===== config.mk =====
export PLATFORM = sky130hd
export DESIGN_NAME = pip_ctrl
export DESIGN_NICKNAME = d
export VERILOG_FILES = /design/src/pip_pkg.sv /design/src/pip_ctrl.sv
export SDC_FILE = /design/constraint.sdc
export NUM_CORES = 1
export LEC_CHECK = 0
export BUFFER_PORTS_ARGS = -buffer_cell sky130_fd_sc_hd__buf_2
export CAP_MARGIN = 10
export CORE_MARGIN = 1
export CORE_UTILIZATION = 25
export DETAILED_ROUTE_END_ITERATION = 8
export PLACE_DENSITY = 0.48
export SLEW_MARGIN = 5
export SYNTH_ARGS = -nofsm -noshare
export SYNTH_HDL_FRONTEND = slang
export SYNTH_SLANG_ARGS = --single-unit

===== constraint.sdc =====
create_clock -name clk -period 3.1 [get_ports clk]
set_input_delay 0.31 -clock clk [delete_from_list [all_inputs] [get_ports clk]]
set_output_delay 0.31 -clock clk [all_outputs]
set_load 0.01 [all_outputs]

===== src/pip_pkg.sv =====
package pip_pkg;

	// Request kinds carried in s_tuser
	localparam logic REQ_LOAD  = 1'b0;
	localparam logic REQ_QUERY = 1'b1;

	// Fixed field widths of the stream and configuration ports
	localparam int IDX_W = 6;
	localparam int CFG_W = 7;

	// Fewer vertices than this never enclose a point
	localparam int MIN_VERTS = 3;

	typedef enum logic [2:0] {
		ST_IDLE,
		ST_FIRST,
		ST_WALK,
		ST_DRAIN,
		ST_RESULT
	} pip_state_t;

	// Controller to datapath
	typedef struct packed {
		logic wr_en;   // write load item into vertex store
		logic cap;     // latch query point, clear parity
		logic rd_en;   // read one vertex
		logic edge_en; // the read vertex closes an edge with the previous one
	} pip_cmd_t;

	// Datapath to controller
	typedef struct packed {
		logic busy;    // edge pipeline still holds work
	} pip_stat_t;

endpackage


===== src/pip_ctrl.sv =====
module pip_ctrl
	import pip_pkg::*;
#(
	parameter int MAX_VERTICES = 64
) (
	input  logic                            clk,
	input  logic                            arst_n,
	input  logic                            s_tvalid,
	output logic                            s_tready,
	input  logic                            s_tuser,
	input  logic [IDX_W-1:0]                vertex_index,
	input  logic                            cfg_valid,
	output logic                            cfg_ready,
	input  logic [CFG_W-1:0]                cfg_data,
	output logic                            m_tvalid,
	input  logic                            m_tready,
	input  pip_stat_t                       stat,
	output pip_cmd_t                        cmd,
	output logic [$clog2(MAX_VERTICES)-1:0] rd_addr,
	output logic [$clog2(MAX_VERTICES)-1:0] wr_addr
);

	localparam int AW    = $clog2(MAX_VERTICES);
	localparam int CNT_W = $clog2(MAX_VERTICES + 1);

	pip_state_t         state_q, state_d;
	logic [CFG_W-1:0]   vertex_count_q;
	logic [CNT_W-1:0]   k_q, k_d;
	logic [CNT_W-1:0]   n;
	logic               slot_ok;

	// Vertex count clamped to the store depth
	always_comb begin
		if (32'(vertex_count_q) > MAX_VERTICES) begin
			n = CNT_W'(MAX_VERTICES);
		end else begin
			n = CNT_W'(vertex_count_q);
		end
	end

	assign slot_ok   = 32'(vertex_index) < MAX_VERTICES;
	assign wr_addr   = AW'(vertex_index);
	assign cfg_ready = 1'b1;

	// Configuration register
	always_ff @(posedge clk or negedge arst_n) begin
		if (!arst_n) begin
			vertex_count_q <= '0;
		end else if (cfg_valid) begin
			vertex_count_q <= cfg_data;
		end
	end

	// State and edge counter
	always_ff @(posedge clk or negedge arst_n) begin
		if (!arst_n) begin
			state_q <= ST_IDLE;
			k_q     <= '0;
		end else begin
			state_q <= state_d;
			k_q     <= k_d;
		end
	end

	// Next state and commands
	always_comb begin
		state_d     = state_q;
		k_d         = k_q;
		cmd         = '0;
		rd_addr     = '0;
		s_tready    = 1'b0;
		m_tvalid    = 1'b0;
		unique case (state_q)
			ST_IDLE: begin
				s_tready = 1'b1;
				if (s_tvalid) begin
					if (s_tuser == REQ_LOAD) begin
						cmd.wr_en = slot_ok;
					end else begin
						cmd.cap = 1'b1;
						state_d = (32'(n) < MIN_VERTS) ? ST_RESULT : ST_FIRST;
					end
				end
			end
			ST_FIRST: begin
				// vertex 0 primes the previous-vertex register
				cmd.rd_en = 1'b1;
				k_d       = CNT_W'(1);
				state_d   = ST_WALK;
			end
			ST_WALK: begin
				cmd.rd_en   = 1'b1;
				cmd.edge_en = 1'b1;
				if (k_q == n) begin
					// closing edge back to vertex 0
					state_d = ST_DRAIN;
				end else begin
					rd_addr = k_q[AW-1:0];
					k_d     = k_q + CNT_W'(1);
				end
			end
			ST_DRAIN: begin
				if (!stat.busy) begin
					state_d = ST_RESULT;
				end
			end
			ST_RESULT: begin
				m_tvalid = 1'b1;
				if (m_tready) begin
					state_d = ST_IDLE;
				end
			end
			default: begin
				state_d = ST_IDLE;
			end
		endcase
	end

	// Never take an item while a result is pending
	a_no_overlap: assert property (@(posedge clk) disable iff (!arst_n)
		!(s_tready && m_tvalid))
		else $error("input taken while result pending");

	// Reads stay inside the polygon in use
	a_rd_range: assert property (@(posedge clk) disable iff (!arst_n)
		cmd.rd_en |-> (CNT_W'(rd_addr) < n))
		else $error("vertex read beyond count");

	// Result only shown after the edge pipeline has emptied
	a_result_done: assert property (@(posedge clk) disable iff (!arst_n)
		(state_q == ST_RESULT) |-> !stat.busy)
		else $error("result shown with edges in flight");

	// The walk ends only at the closing edge
	a_walk_exit: assert property (@(posedge clk) disable iff (!arst_n)
		(state_q == ST_WALK && state_d == ST_DRAIN) |-> (k_q == n))
		else $error("walk left early");

endmodule


==> results.md <==
- 4350 µm² — placeable core region
- sky130_fd_sc_hd__dfrtp_1, sky130_fd_sc_hd__mux2_2, sky130_fd_sc_hd__buf_4 — top area cells in the synthesized netlist
- sky130_fd_sc_hd__dfrtp_1 — cell type with the highest aggregate area in the netlist
- 1 — H-tree level count
- vertex_count_q[2] — startpoint of the most critical register-to-register path
- 2040 µm — Detail Placement HPWL
- 7 — CP max FO
- 2.21 ns — worst endpoint data arrival time
- 0 — Finish-stage setup viols
- 1 — hold buffer count at cts
- 37.4% — sequential cell area fraction in the yosys report
- 0.595 nW — LEAKAGE
- output port — Critical Path Sink Type
- finished clean — run status
- register — critical path startpoint category
- 18 — maximum number of pins on one net before global-route repair
- 17 — number of clock sinks
- 69.5 µm — floorplan die height
- 156 µV — Max rail drop VDD
- 0 — initial antenna violation count
- 0 — GR Overflow Total
- 3 — TritonCTS buffer count
- 0.972 mW — overall power of the completed layout
- 0.25 ns — Clock Latency Late Sink
- 163 — number of nets in the finished design
- 28.4% — layout cell share with drive strength beyond 1
- 0.583 ns — setup slack of the critical path after layout
- 0 — Remaining DRCs
- 946 — number of global-route vias before repair
- 0 — number of antenna-violating nets in the routed design
- 143 — number of nets in the synthesized netlist
- 0 — buffer count from post-CTS setup fixing
- 0 — number of warnings printed during yosys synthesis
- 40 — count of different cell masters after synthesis
- reg2out — Critical Setup Path Class
- 0.412 mW — net switching power figure
- 2.79 ns — worst path required time
- 0.560 mW — cell-internal power
- 42.4% — Switching Share
- 0 — Inserted Diodes
- 2650 µm — total detailed-routing wirelength
- 9.33 µm² — average size of a mapped cell
- in2reg — Tightest Hold Check Type
- 43.9% — share of total power in combinational logic
- sky130_fd_sc_hd__dfrtp_1, sky130_fd_sc_hd__nand2_1, sky130_fd_sc_hd__inv_1, sky130_fd_sc_hd__nor2_1 — top cells by count, synth
- 0 — number of pins with negative max-slew slack in the final report
- 46.4% — relative max-transition margin
- 13.7 µm — wire length per cell after detailed routing
- no — unrepaired setup endpoints after global routing
- 14.2% — area growth from synthesis to layout
- 17.3% — power share of the clock group
- 0 — number of flops mapped to enable cells by yosys
- sky130_fd_sc_hd__dfrtp_1 — most used flip-flop cell after synthesis
- state_q[0] — worst r2r dst
- 11.4% — GRT Util Overall
- 0.870 ns — post-placement setup slack
- 4510 µm — global-route wire length before repair
- 81.2% — period utilization
- 37.4% — portion of synthesized cell area occupied by the leading cell type
- 2.52 ns — final critical path time including I/O delays and setup
- 100% — fraction of synthesis flops using an asynchronous set or reset pin
- 33 — 1st-iter DRT viols
- 0 — final-report hold violation count
- 26.1% — effective utilization at floorplan
- 977 — total number of vias
- vertex_count_q[3] — WHS Endpoint
- 0 — max-cap violation count
- 39 — I/O pin cnt
- 69.5 µm — floorplan die width
- 0 — number of instances resized during post-cts repair
- 17 — synthesis-stage register bit count
- 0.06 ns — register clock-pin slew on the reported worst setup and hold paths
- 38.9% — sequential share of power
- 5 — Pre-Repair DR Iteration Count
- sky130_fd_sc_hd__clkbuf_8 — Root Buffer Master
- 397 MHz — achievable frequency
- 748 nW/µm² — power density relative to cell area
- 4 — count of cells along the worst register-to-register path
- 3 — hold-critical path depth
- 0.783 ns — Worst Tran Pin Value
- 1140 µm² — Mapped Area
- 24 — row count
- yes — TritonCTS clock tree
- cfg_data[3] — source of the worst hold timing path
- 4830 µm² — full die area
- 0.98 ns — worst setup slack for register-to-register paths
- 0 ns — TNS Setup
- sky130_fd_sc_hd__dfrtp_1 — most frequent cell after synthesis
- 25 — Port-buffer cells
- 473 — number of fill cells
- 0.00147 ns — Worst Skew
- 5.06 — via density per instance
- 0.916 — last weighted congestion value of the routability-driven placer
- 29.9% — final standard cell utilization of the core
- 122 — Cells after Synth
- 2 — buffer levels on the longest clock path
==> logic make-up (layout without fill, tap and decap cells) <==
| logic type | after synthesis | count (layout) | share of synthesized area, % |
|---|---|---|---|
| flip-flops | 17 | 17 | 37.4 |
| buffers and inverters | 19 | 38 | 10.0 |
| multiplexers | 9 | 9 | 8.46 |
| AO/OA/AOI/OAI | 28 | 28 | 18.9 |
| adder cells (fa/ha/maj) | 1 | 1 | 1.10 |
| XOR/XNOR | 1 | 1 | 0.769 |
| AND/OR/NAND/NOR | 46 | 46 | 23.1 |
| other | 1 | 1 | 0.329 |
==> cell usage in the layout (no fill, tap or decap), types with 2 or more instances in the layout <==
cell,count
sky130_fd_sc_hd__and4_1,2
sky130_fd_sc_hd__inv_1,8
sky130_fd_sc_hd__a21oi_1,5
sky130_fd_sc_hd__nor3_1,4
sky130_fd_sc_hd__clkbuf_8,3
sky130_fd_sc_hd__nand3_1,4
sky130_fd_sc_hd__nand2_1,12
sky130_fd_sc_hd__dfrtp_1,17
sky130_fd_sc_hd__mux2_2,5
sky130_fd_sc_hd__mux2i_1,4
sky130_fd_sc_hd__nor2_1,8
sky130_fd_sc_hd__buf_2,25
sky130_fd_sc_hd__a221o_1,2
sky130_fd_sc_hd__o21ai_0,7
sky130_fd_sc_hd__o211ai_1,3
sky130_fd_sc_hd__o21a_1,2
sky130_fd_sc_hd__and2_1,6
sky130_fd_sc_hd__and3_1,2
==> state kept, by name (all words and copies together) (netlist names) <==
signal,flops
vertex_count_q,7
k_q,7
state_q,3
==> worst max-delay path, cell delays in order (launching register included) <==
cell and delay [ns]:
sky130_fd_sc_hd__dfrtp_1 0.40, sky130_fd_sc_hd__or4_4 0.56, sky130_fd_sc_hd__nor4_4 0.20, sky130_fd_sc_hd__o221ai_2 0.20, sky130_fd_sc_hd__o21a_1 0.30, sky130_fd_sc_hd__and2_1 0.17, sky130_fd_sc_hd__buf_2 0.13
==> per-layer routing <==
layer,track usage [%],vias to the layer above,wire length (µm)
met1,16.0,458,1280
met3,3.20,4,210
met2,17.0,41,1130
met4,3.63,0,27
met5,0,-,0
li1,-,474,-
==> per-stage QoR <==
| step | instances | hold slack (ns) | area, µm² |
|---|---|---|---|
| 2_1_floorplan | 122 | 0.0144 | 1140 |
| 3_3_place_gp | 188 | 0.264 | 1240 |
| 4_1_cts | 193 | 0.262 | 1300 |
| 5_1_grt | 193 | 0.283 | 1300 |
| 6_report | 193 | 0.263 | 1300 |
| 3_5_place_dp | 188 | 0.266 | 1240 |
==> layout make-up <==
class	count	area (µm²)	area share (%)
Multi-Input combinational cell	86	599	46.1
Sequential cell	17	425	32.7
Timing Repair Buffer	26	135	10.4
Tap cell	52	65.1	5.00
Clock buffer	4	45.0	3.46
Inverter	8	30.0	2.31
==> power groups by stage <==
stage	sequential (mW)	combinational [mW]	clock, mW
floorplan	0.327	0.367	0
global placement	0.381	0.416	0
detailed placement	0.379	0.425	0
CTS	0.375	0.430	0.171
global route	0.390	0.479	0.182
finish	0.378	0.426	0.168
==> worst max-delay path by stage <==
stage,cells after the start,from,slack (ns),to
after floorplan,5,vertex_count_q[2],1.09,rd_addr[0]
after global placement,6,vertex_count_q[2],0.92,rd_addr[5]
after detailed placement,6,vertex_count_q[2],0.87,rd_addr[2]
after CTS,6,vertex_count_q[2],0.59,rd_addr[2]
after global routing,6,vertex_count_q[2],0.46,rd_addr[2]
final,6,vertex_count_q[2],0.58,rd_addr[5]
(Power assumes the default switching activity.)
